$ cat config.mk
export PLATFORM = sky130hd
export DESIGN_NAME = dc_motor_slew_pwm_drive
export DESIGN_NICKNAME = d
export VERILOG_FILES = /design/src/rtl/dcm_pkg.sv /design/src/rtl/dcm_regs.sv /design/src/rtl/dc_motor_slew_pwm_drive.sv
export VERILOG_INCLUDE_DIRS = /design/src /design/src/rtl
export SDC_FILE = /design/constraint.sdc
export NUM_CORES = 1
export LEC_CHECK = 0
export ABC_AREA = 1
export BUFFER_PORTS_ARGS = -buffer_cell sky130_fd_sc_hd__clkbuf_2
export CORE_UTILIZATION = 46
export CTS_CLUSTER_DIAMETER = 150
export DETAILED_ROUTE_END_ITERATION = 8
export PLACE_DENSITY = 0.65
export RECOVER_POWER = 25
export SYNTH_ARGS = -nofsm -noshare
export SYNTH_HDL_FRONTEND = slang
export SYNTH_SLANG_ARGS = --single-unit
$ cat constraint.sdc
create_clock -name aclk -period 21.1 [get_ports aclk]
set_input_delay 4.22 -clock aclk [delete_from_list [all_inputs] [get_ports aclk]]
set_output_delay 4.22 -clock aclk [all_outputs]
set_load 0.005 [all_outputs]
$ cat src/rtl/dc_motor_slew_pwm_drive_defines.svh
// Assertion macros for the motor drive RTL.
`ifndef DC_MOTOR_SLEW_PWM_DRIVE_DEFINES_SVH
`define DC_MOTOR_SLEW_PWM_DRIVE_DEFINES_SVH

// Same-cycle implication, checked on every clock edge outside reset.
`define DCM_ASSERT_NOW(label, ante, cons, msg) \
    label: assert property (@(posedge aclk) disable iff (!aresetn) (ante) |-> (cons)) \
        else $error(msg);

// Next-cycle implication, checked on every clock edge outside reset.
`define DCM_ASSERT_NEXT(label, ante, cons, msg) \
    label: assert property (@(posedge aclk) disable iff (!aresetn) (ante) |=> (cons)) \
        else $error(msg);

`endif

$ cat src/rtl/dcm_pkg.sv
// Types, constants and the duty function of the motor drive.
package dcm_pkg;

    // Fixed-point format and PWM range of the bridge.
    localparam int PWM_MAX   = 255;
    localparam int FRAC_BITS = 8;
    localparam int DUTY_LIM  = (PWM_MAX > 255) ? 255 : PWM_MAX;
    localparam logic [17:0] DUTY_HALF = 18'((1 << FRAC_BITS) >> 1);

    // Register indexes on the configuration port (byte address / 4).
    localparam logic [2:0] REG_VELOCITY_MAX    = 3'd0;
    localparam logic [2:0] REG_ACCEL_STEP      = 3'd1;
    localparam logic [2:0] REG_DRIVER_MODEL    = 3'd2;
    localparam logic [2:0] REG_IN1_ACTIVE_HIGH = 3'd3;
    localparam logic [2:0] REG_IN2_ACTIVE_HIGH = 3'd4;
    localparam logic [2:0] REG_FAULT_MODE      = 3'd5;

    // Bridge driver styles.
    localparam logic DRV_TWO_PWM = 1'b0;
    localparam logic DRV_DIR_PWM = 1'b1;

    // Fault line decoding.
    localparam logic [1:0] FAULT_OFF    = 2'd0;
    localparam logic [1:0] FAULT_LOW    = 2'd1;
    localparam logic [1:0] FAULT_HIGH   = 2'd2;
    localparam logic [1:0] FAULT_UNUSED = 2'd3;

    // Configuration as seen by the datapath.
    typedef struct packed {
        logic [15:0] velocity_max;
        logic [15:0] accel_step;
        logic        driver_model;
        logic        in1_active_high;
        logic        in2_active_high;
        logic [1:0]  fault_mode;
    } cfg_t;

    // Round a Q.FRAC_BITS value half up to whole counts, capped at DUTY_LIM; negatives give 0.
    function automatic logic [7:0] to_duty(input logic signed [17:0] q);
        logic [17:0] sum;
        logic [17:0] whole;
        sum   = {1'b0, q[16:0]} + DUTY_HALF;
        whole = sum >> FRAC_BITS;
        if (q[17]) begin
            return 8'd0;
        end else if (whole > 18'(DUTY_LIM)) begin
            return 8'(DUTY_LIM);
        end else begin
            return whole[7:0];
        end
    endfunction

endpackage

$ cat src/rtl/dcm_regs.sv
// APB register file holding the drive configuration.
module dcm_regs
    import dcm_pkg::*;
(
    input  logic        aclk,
    input  logic        aresetn,
    input  logic        psel,
    input  logic        penable,
    input  logic        pwrite,
    input  logic [4:0]  paddr,
    input  logic [31:0] pwdata,
    output logic [31:0] prdata,
    output logic        pready,
    output cfg_t        cfg
);

    cfg_t       cfg_reg;
    logic       wr_en;
    logic [2:0] reg_idx;

    assign pready  = 1'b1;
    assign wr_en   = psel && penable && pwrite && pready;
    assign reg_idx = paddr[4:2];
    assign cfg     = cfg_reg;

    // Register writes on the access cycle.
    always_ff @(posedge aclk) begin
        if (!aresetn) begin
            cfg_reg.velocity_max    <= 16'd65280;
            cfg_reg.accel_step      <= 16'd256;
            cfg_reg.driver_model    <= DRV_TWO_PWM;
            cfg_reg.in1_active_high <= 1'b0;
            cfg_reg.in2_active_high <= 1'b0;
            cfg_reg.fault_mode      <= FAULT_OFF;
        end else if (wr_en) begin
            case (reg_idx)
                REG_VELOCITY_MAX:    cfg_reg.velocity_max    <= pwdata[15:0];
                REG_ACCEL_STEP:      cfg_reg.accel_step      <= pwdata[15:0];
                REG_DRIVER_MODEL:    cfg_reg.driver_model    <= pwdata[0];
                REG_IN1_ACTIVE_HIGH: cfg_reg.in1_active_high <= pwdata[0];
                REG_IN2_ACTIVE_HIGH: cfg_reg.in2_active_high <= pwdata[0];
                REG_FAULT_MODE:      cfg_reg.fault_mode      <= pwdata[1:0];
                default: ;
            endcase
        end
    end

    // Read mux; unmapped addresses read as zero.
    always_comb begin
        case (reg_idx)
            REG_VELOCITY_MAX:    prdata = {16'd0, cfg_reg.velocity_max};
            REG_ACCEL_STEP:      prdata = {16'd0, cfg_reg.accel_step};
            REG_DRIVER_MODEL:    prdata = {31'd0, cfg_reg.driver_model};
            REG_IN1_ACTIVE_HIGH: prdata = {31'd0, cfg_reg.in1_active_high};
            REG_IN2_ACTIVE_HIGH: prdata = {31'd0, cfg_reg.in2_active_high};
            REG_FAULT_MODE:      prdata = {30'd0, cfg_reg.fault_mode};
            default:             prdata = 32'd0;
        endcase
    end

endmodule

$ cat src/rtl/dc_motor_slew_pwm_drive.sv
// Top level: slew-limited velocity and H-bridge PWM duties per control tick.
//
//  Port group   Direction  Beat contents
//  s_axis_*     in         target velocity, enable flag, fault pin level
//  m_axis_*     out        velocity, direction, bridge duties and levels, fault
//  APB          in/out     six configuration registers at byte addresses 0..20
//
// One beat per clock cycle is sustained while m_axis_tready is high; a beat
// passes through the input register, then the result register. The kept
// velocity feeds back through a single register, so consecutive ticks follow
// without waiting. Reset is synchronous and clears the valid flags and the
// kept velocity. A stalled result holds in the result register while the
// input register still takes one more beat.
`include "dc_motor_slew_pwm_drive_defines.svh"

module dc_motor_slew_pwm_drive
    import dcm_pkg::*;
(
    input  logic        aclk,
    input  logic        aresetn,
    // [16:0] target_velocity, [17] drive_enabled, [18] fault_pin, [23:19] zero
    input  logic [23:0] s_axis_tdata,
    input  logic        s_axis_tvalid,
    output logic        s_axis_tready,
    // [16:0] present_velocity, [17] reverse, [25:18] pin1_duty, [26] pin1_level,
    // [34:27] pin2_duty, [35] fault, [39:36] zero
    output logic [39:0] m_axis_tdata,
    output logic        m_axis_tvalid,
    input  logic        m_axis_tready,
    input  logic        psel,
    input  logic        penable,
    input  logic        pwrite,
    input  logic [4:0]  paddr,
    input  logic [31:0] pwdata,
    output logic [31:0] prdata,
    output logic        pready
);

    cfg_t cfg;

    logic        in_valid_reg;
    logic [18:0] in_data_reg;
    logic        out_valid_reg;
    logic [35:0] out_data_reg;
    logic [16:0] velocity_reg;

    logic        in_load;
    logic        out_load;

    logic signed [17:0] vmax_s;
    logic signed [17:0] target_raw;
    logic signed [17:0] target_clamp;
    logic signed [18:0] vel_old;
    logic signed [18:0] target_w;
    logic signed [18:0] step_w;
    logic signed [18:0] vel_up;
    logic signed [18:0] vel_down;
    logic signed [18:0] vel_new;
    logic [16:0]        velocity_next;
    logic               rev;
    logic [16:0]        vel_neg;
    logic [15:0]        power;
    logic signed [17:0] power_s;
    logic signed [17:0] inv_power;
    logic [7:0]         duty_idle;
    logic [7:0]         duty1_src;
    logic [7:0]         duty2_src;
    logic [7:0]         duty1;
    logic [7:0]         duty2;
    logic               level1;
    logic               fault;

    dcm_regs u_regs (
        .aclk    (aclk),
        .aresetn (aresetn),
        .psel    (psel),
        .penable (penable),
        .pwrite  (pwrite),
        .paddr   (paddr),
        .pwdata  (pwdata),
        .prdata  (prdata),
        .pready  (pready),
        .cfg     (cfg)
    );

    // Handshake: each stage takes a beat when it is empty or drains this cycle.
    assign out_load      = in_valid_reg && (!out_valid_reg || m_axis_tready);
    assign s_axis_tready = !in_valid_reg || out_load;
    assign in_load       = s_axis_tvalid && s_axis_tready;

    always_ff @(posedge aclk) begin
        if (!aresetn) begin
            in_valid_reg  <= 1'b0;
            out_valid_reg <= 1'b0;
            velocity_reg  <= 17'd0;
        end else begin
            if (s_axis_tready) begin
                in_valid_reg <= s_axis_tvalid;
            end
            if (out_load) begin
                out_valid_reg <= 1'b1;
                velocity_reg  <= velocity_next;
            end else if (m_axis_tready) begin
                out_valid_reg <= 1'b0;
            end
        end
    end

    // Payload registers.
    always_ff @(posedge aclk) begin
        if (in_load) begin
            in_data_reg <= s_axis_tdata[18:0];
        end
        if (out_load) begin
            out_data_reg <= {fault, duty2, level1, duty1, rev, velocity_next};
        end
    end

    // Target: zero when disabled, then clamped to plus or minus the maximum.
    assign vmax_s     = signed'({2'b00, cfg.velocity_max});
    assign target_raw = in_data_reg[17] ? 18'(signed'(in_data_reg[16:0])) : 18'sd0;

    always_comb begin
        if (target_raw > vmax_s) begin
            target_clamp = vmax_s;
        end else if (target_raw < -vmax_s) begin
            target_clamp = -vmax_s;
        end else begin
            target_clamp = target_raw;
        end
    end

    // Slew limiter: step toward the target without passing it.
    assign vel_old  = 19'(signed'(velocity_reg));
    assign target_w = 19'(target_clamp);
    assign step_w   = signed'({3'b000, cfg.accel_step});
    assign vel_up   = vel_old + step_w;
    assign vel_down = vel_old - step_w;

    always_comb begin
        if (target_w > vel_old) begin
            vel_new = (vel_up > target_w) ? target_w : vel_up;
        end else if (target_w < vel_old) begin
            vel_new = (vel_down < target_w) ? target_w : vel_down;
        end else begin
            vel_new = vel_old;
        end
    end

    assign velocity_next = vel_new[16:0];

    // Direction and magnitude of the new velocity.
    assign rev       = velocity_next[16];
    assign vel_neg   = 17'(-signed'(velocity_next));
    assign power     = rev ? vel_neg[15:0] : velocity_next[15:0];
    assign power_s   = signed'({2'b00, power});
    assign inv_power = vmax_s - power_s;

    // Bridge duties; an active-high input carries the inverted duty.
    assign duty_idle = to_duty(vmax_s);
    assign duty1_src = to_duty(cfg.in1_active_high ? inv_power : power_s);
    assign duty2_src = to_duty(cfg.in2_active_high ? inv_power : power_s);

    always_comb begin
        duty1  = 8'd0;
        duty2  = duty2_src;
        level1 = 1'b0;
        case (cfg.driver_model)
            DRV_TWO_PWM: begin
                if (!rev) begin
                    duty1 = cfg.in1_active_high ? duty_idle : 8'd0;
                    duty2 = duty2_src;
                end else begin
                    duty1 = duty1_src;
                    duty2 = cfg.in2_active_high ? duty_idle : 8'd0;
                end
            end
            DRV_DIR_PWM: begin
                level1 = cfg.in1_active_high ^ rev;
            end
            default: ;
        endcase
    end

    // Fault line decoding.
    always_comb begin
        case (cfg.fault_mode)
            FAULT_LOW:  fault = !in_data_reg[18];
            FAULT_HIGH: fault = in_data_reg[18];
            default:    fault = 1'b0;
        endcase
    end

    assign m_axis_tvalid = out_valid_reg;
    assign m_axis_tdata  = {4'd0, out_data_reg};

    // The kept velocity moves only when a result is produced.
    `DCM_ASSERT_NEXT(a_vel_hold, !out_load, $stable(velocity_reg),
        "kept velocity changed without a result")
    // An empty input stage always takes a beat.
    `DCM_ASSERT_NOW(a_ready_empty, !in_valid_reg, s_axis_tready,
        "input register empty but not ready")
    // The direction flag is the sign of the delivered velocity.
    `DCM_ASSERT_NOW(a_rev_sign, m_axis_tvalid, m_axis_tdata[17] == m_axis_tdata[16],
        "reverse flag disagrees with velocity sign")
    // Only one of direction level and first duty can be in use.
    `DCM_ASSERT_NOW(a_mode_excl, m_axis_tvalid,
        (m_axis_tdata[26] == 1'b0) || (m_axis_tdata[25:18] == 8'd0),
        "direction level and first duty both driven")
    // An ignored fault line never flags.
    `DCM_ASSERT_NOW(a_fault_off,
        m_axis_tvalid && ((cfg.fault_mode == FAULT_OFF) || (cfg.fault_mode == FAULT_UNUSED)),
        m_axis_tdata[35] == 1'b0,
        "fault flagged while fault decoding is off")

endmodule
==> results.py <==
metrics = {
    "status": {
        "outcome": "complete, no violations",
    },
    "die": {
        "core_sq_um": 25400,
        "dieArea_sq_um": 26800,
        "die_x_um": 164,
        "pin_count": 143,
        "row_count": 58,
        "start_util_pct": 47.3,
        "die_h_um": 164,
    },
    "logic_synthesis": {
        "synth-seq-area-share_pct": 22.8,
        "synth_xor_area_share_pct": 4.07,
        "synth_cell_types": 57,
        "syn_inst": 1789,
        "syn_area_sq_um": 12000,
        "synth_warnings": 0,
        "synth_fa_ha_area_share_pct": 13.4,
        "ys_seq_elements": 110,
        "synth_compound_area_share_pct": 16.0,
        "synth_top_family_by_area": "simple AND/OR/NAND/NOR gates",
        "synth-simple-area-share_pct": 32.2,
        "synthMuxAreaShare_pct": 0,
        "syn_avg_cell_area_sq_um": 6.72,
    },
    "routing": {
        "first_pass_iters": 6,
        "avgRoutedWirePerCell_um": 18.3,
        "drt_iter0_markers": 1178,
        "viasPerCell": 5.51,
        "drt_wl_total_um": 40200,
        "drc": 0,
        "vias": 12100,
        "detail-route-antenna-nets": 0,
    },
    "cells_and_area": {
        "nNetsFinal": 2057,
        "n_antenna_cell": 0,
        "fin_cells": 2196,
        "fillCellCount": 2644,
        "ff_latch_area_sq_um": 2740,
        "area_growth_pct": 7.63,
        "largest_reg_flops": 37,
        "drive_gt1_share_pct": 12.1,
        "final_common_cell": "nand2_1",
        "layout_common_cells": "nand2_1, inv_1, a21oi_1",
        "multiInputGateArea_sq_um": 7980,
    },
    "critical_path": {
        "critPathMaxFanout": 27,
        "critical_path.max_stage_delay_ns": 0.69,
        "start_kind": "register",
        "slowest_stage": "o21ai_0",
        "cp_common_cell": "nand2_1",
        "end_kind": "register",
        "crit_family": "simple AND/OR/NAND/NOR gates",
        "cp.buffers_inverters": 7,
        "cp_data_arrival_time_ns": 10.99,
        "worstSetupPathType": "reg -> reg",
        "cp.required_ns": 21.20,
    },
    "timing": {
        "whs_ns": 0.519,
        "fin_ws_ns": 10.21,
        "tns_ns": 0,
        "worst_pin_slew_ns": 1.45,
        "setup_violations": 0,
        "fmax_ghz": 0.0918,
        "rsz0062_at_grt": "false",
        "finClkSkew_ns": 0.0127,
        "min_period_over_period_pct": 51.6,
        "slew_viol_final": 0,
        "period_minus_slack_ns": 10.89,
        "finalHoldViolations": 0,
        "worst_slew_margin_rel_pct": 3.21,
    },
    "power_and_ir_drop": {
        "power_frac_seq_pct": 16.4,
        "clockPowerShare_pct": 10.7,
        "comb_power_share_pct": 72.9,
        "power_switching_share_pct": 56.5,
        "p_int_uw": 763,
        "p_leak_uw": 0.00665,
        "power_density_nw_per_um2": 136,
        "vdd_drop_max_mv": 0.0784,
        "p_sw_uw": 993,
    },
    "cts": {
        "clk_latency_ns": 0.38,
        "cts_tree": "done",
        "cts_buffers": 9,
        "root_buffer": "clkbuf_16",
        "clk_path_buf_depth": 2,
        "htreeDepth": 3,
        "clock_sinks": 110,
        "path_clk_slew_ns": 0.08,
        "post_cts_resized": 0,
        "hold_buffers": 0,
        "cts_setup_buffers": 0,
    },
    "placed_design": {
        "dp_slack_ns": 10.56,
        "dp_hpwl_um": 32900,
        "io_buffers": 98,
        "dp_cells": 2180,
        "gp_congestion": 0.982,
    },
    "global_routing": {
        "overflow": 0,
        "track_usage_pct": 30.6,
        "grt_pass1_vias": 11000,
        "grt_first_pass_wirelength_um": 61300,
        "grt_antenna_before_repair": 0,
        "grt_max_degree": 35,
    },
    "run": {
        "max_cap_viol_count": 0,
    },
    "worst_hold_path": {
        "hold_path_class": "reg -> reg",
    },
}
[cell type report]
| type | count | area share (%) |
|---|---|---|
| flip-flops and latches | 110 | 21.2 |
| clock buffers | 11 | 2.04 |
| well taps | 330 | 3.19 |
| inverters | 261 | 7.59 |
| clock inverters | 5 | 0.367 |
| multi-input cells | 1375 | 61.7 |
| repair buffers | 104 | 3.94 |
[synthesized netlist by cell type, drive strengths merged]
cell type  count  share of area [%]
o21a           6               0.37
conb           2              0.062
inv          255                8.0
o31ai          1              0.062
and2           2               0.10
clkbuf        24               0.75
or2            2               0.10
a2111oi        1              0.073
ha           126                 13
o2111ai        2               0.15
xnor2          7               0.51
nand3b         5               0.31
dfxtp         56                9.3
a211oi         5               0.31
buf           38                2.5
o21ai        116                5.0
fa             2               0.33
a31oi          7               0.36
o221ai         1              0.073
nor3          16               0.75
nand3        152                7.6
nand2        471                 16
o22ai         15               0.78
clkinv         6               0.19
o211a          1              0.083
nor4          11               0.57
a21o           4               0.25
nand4         31                1.7
nor2         141                5.0
edfxtp        54                 13
o211ai        14               0.92
nor3b          1               0.16
a21oi        145                6.1
a2111o         1              0.094
o21bai        18                1.1
o221a          1              0.094
xor2          48                3.6
o41ai          1              0.073
[worst min-delay path: stages (launching register included)]
cell     delay (ns)
dfxtp_1        0.33
nand2_1        0.08
a21oi_1        0.06
[cells by family after synthesis]
family,count (synthesis)
simple gates,832
compound gates,339
flops,110
fa+ha+maj,128
other cells,2
buf+inv,323
xor+xnor,55
[power by group through the flow]
stage	sequential, uW	clock, uW	combinational, uW
final	288	188	1280
after global placement	292	0	1240
after floorplan	288	0	945
after detailed placement	292	0	1250
after global routing	290	196	1430
after CTS	288	191	1260
[routing by layer]
metal  vias up  routed length, um  track usage, %
li1       6049                  -               -
met1      5520              19000            45.3
met2       478              16400            44.9
met3        49               3540            4.42
met4         0               1220            10.4
met5         -                  0               0
[worst paths after layout]
path / from / cells after the start / slack [ns] / to
max: u_regs.cfg[23] / 56 / 10.21 / out_data_reg[18]
min: m_axis_tvalid / 2 / 0.52 / m_axis_tvalid
max reg2reg: u_regs.cfg[23] / 56 / 10.21 / out_data_reg[18]
min reg2reg: m_axis_tvalid / 2 / 0.52 / m_axis_tvalid
[through the flow]
step	util (%)	power, uW	instance area [sq um]
final	51.0	1760	12900
after global routing	51.0	1920	12900
after CTS	51.1	1740	13000
after detailed placement	49.8	1540	12700
after global placement	49.8	1530	12700
after floorplan	-	1230	12100
Power figures use the tool's default switching activity.
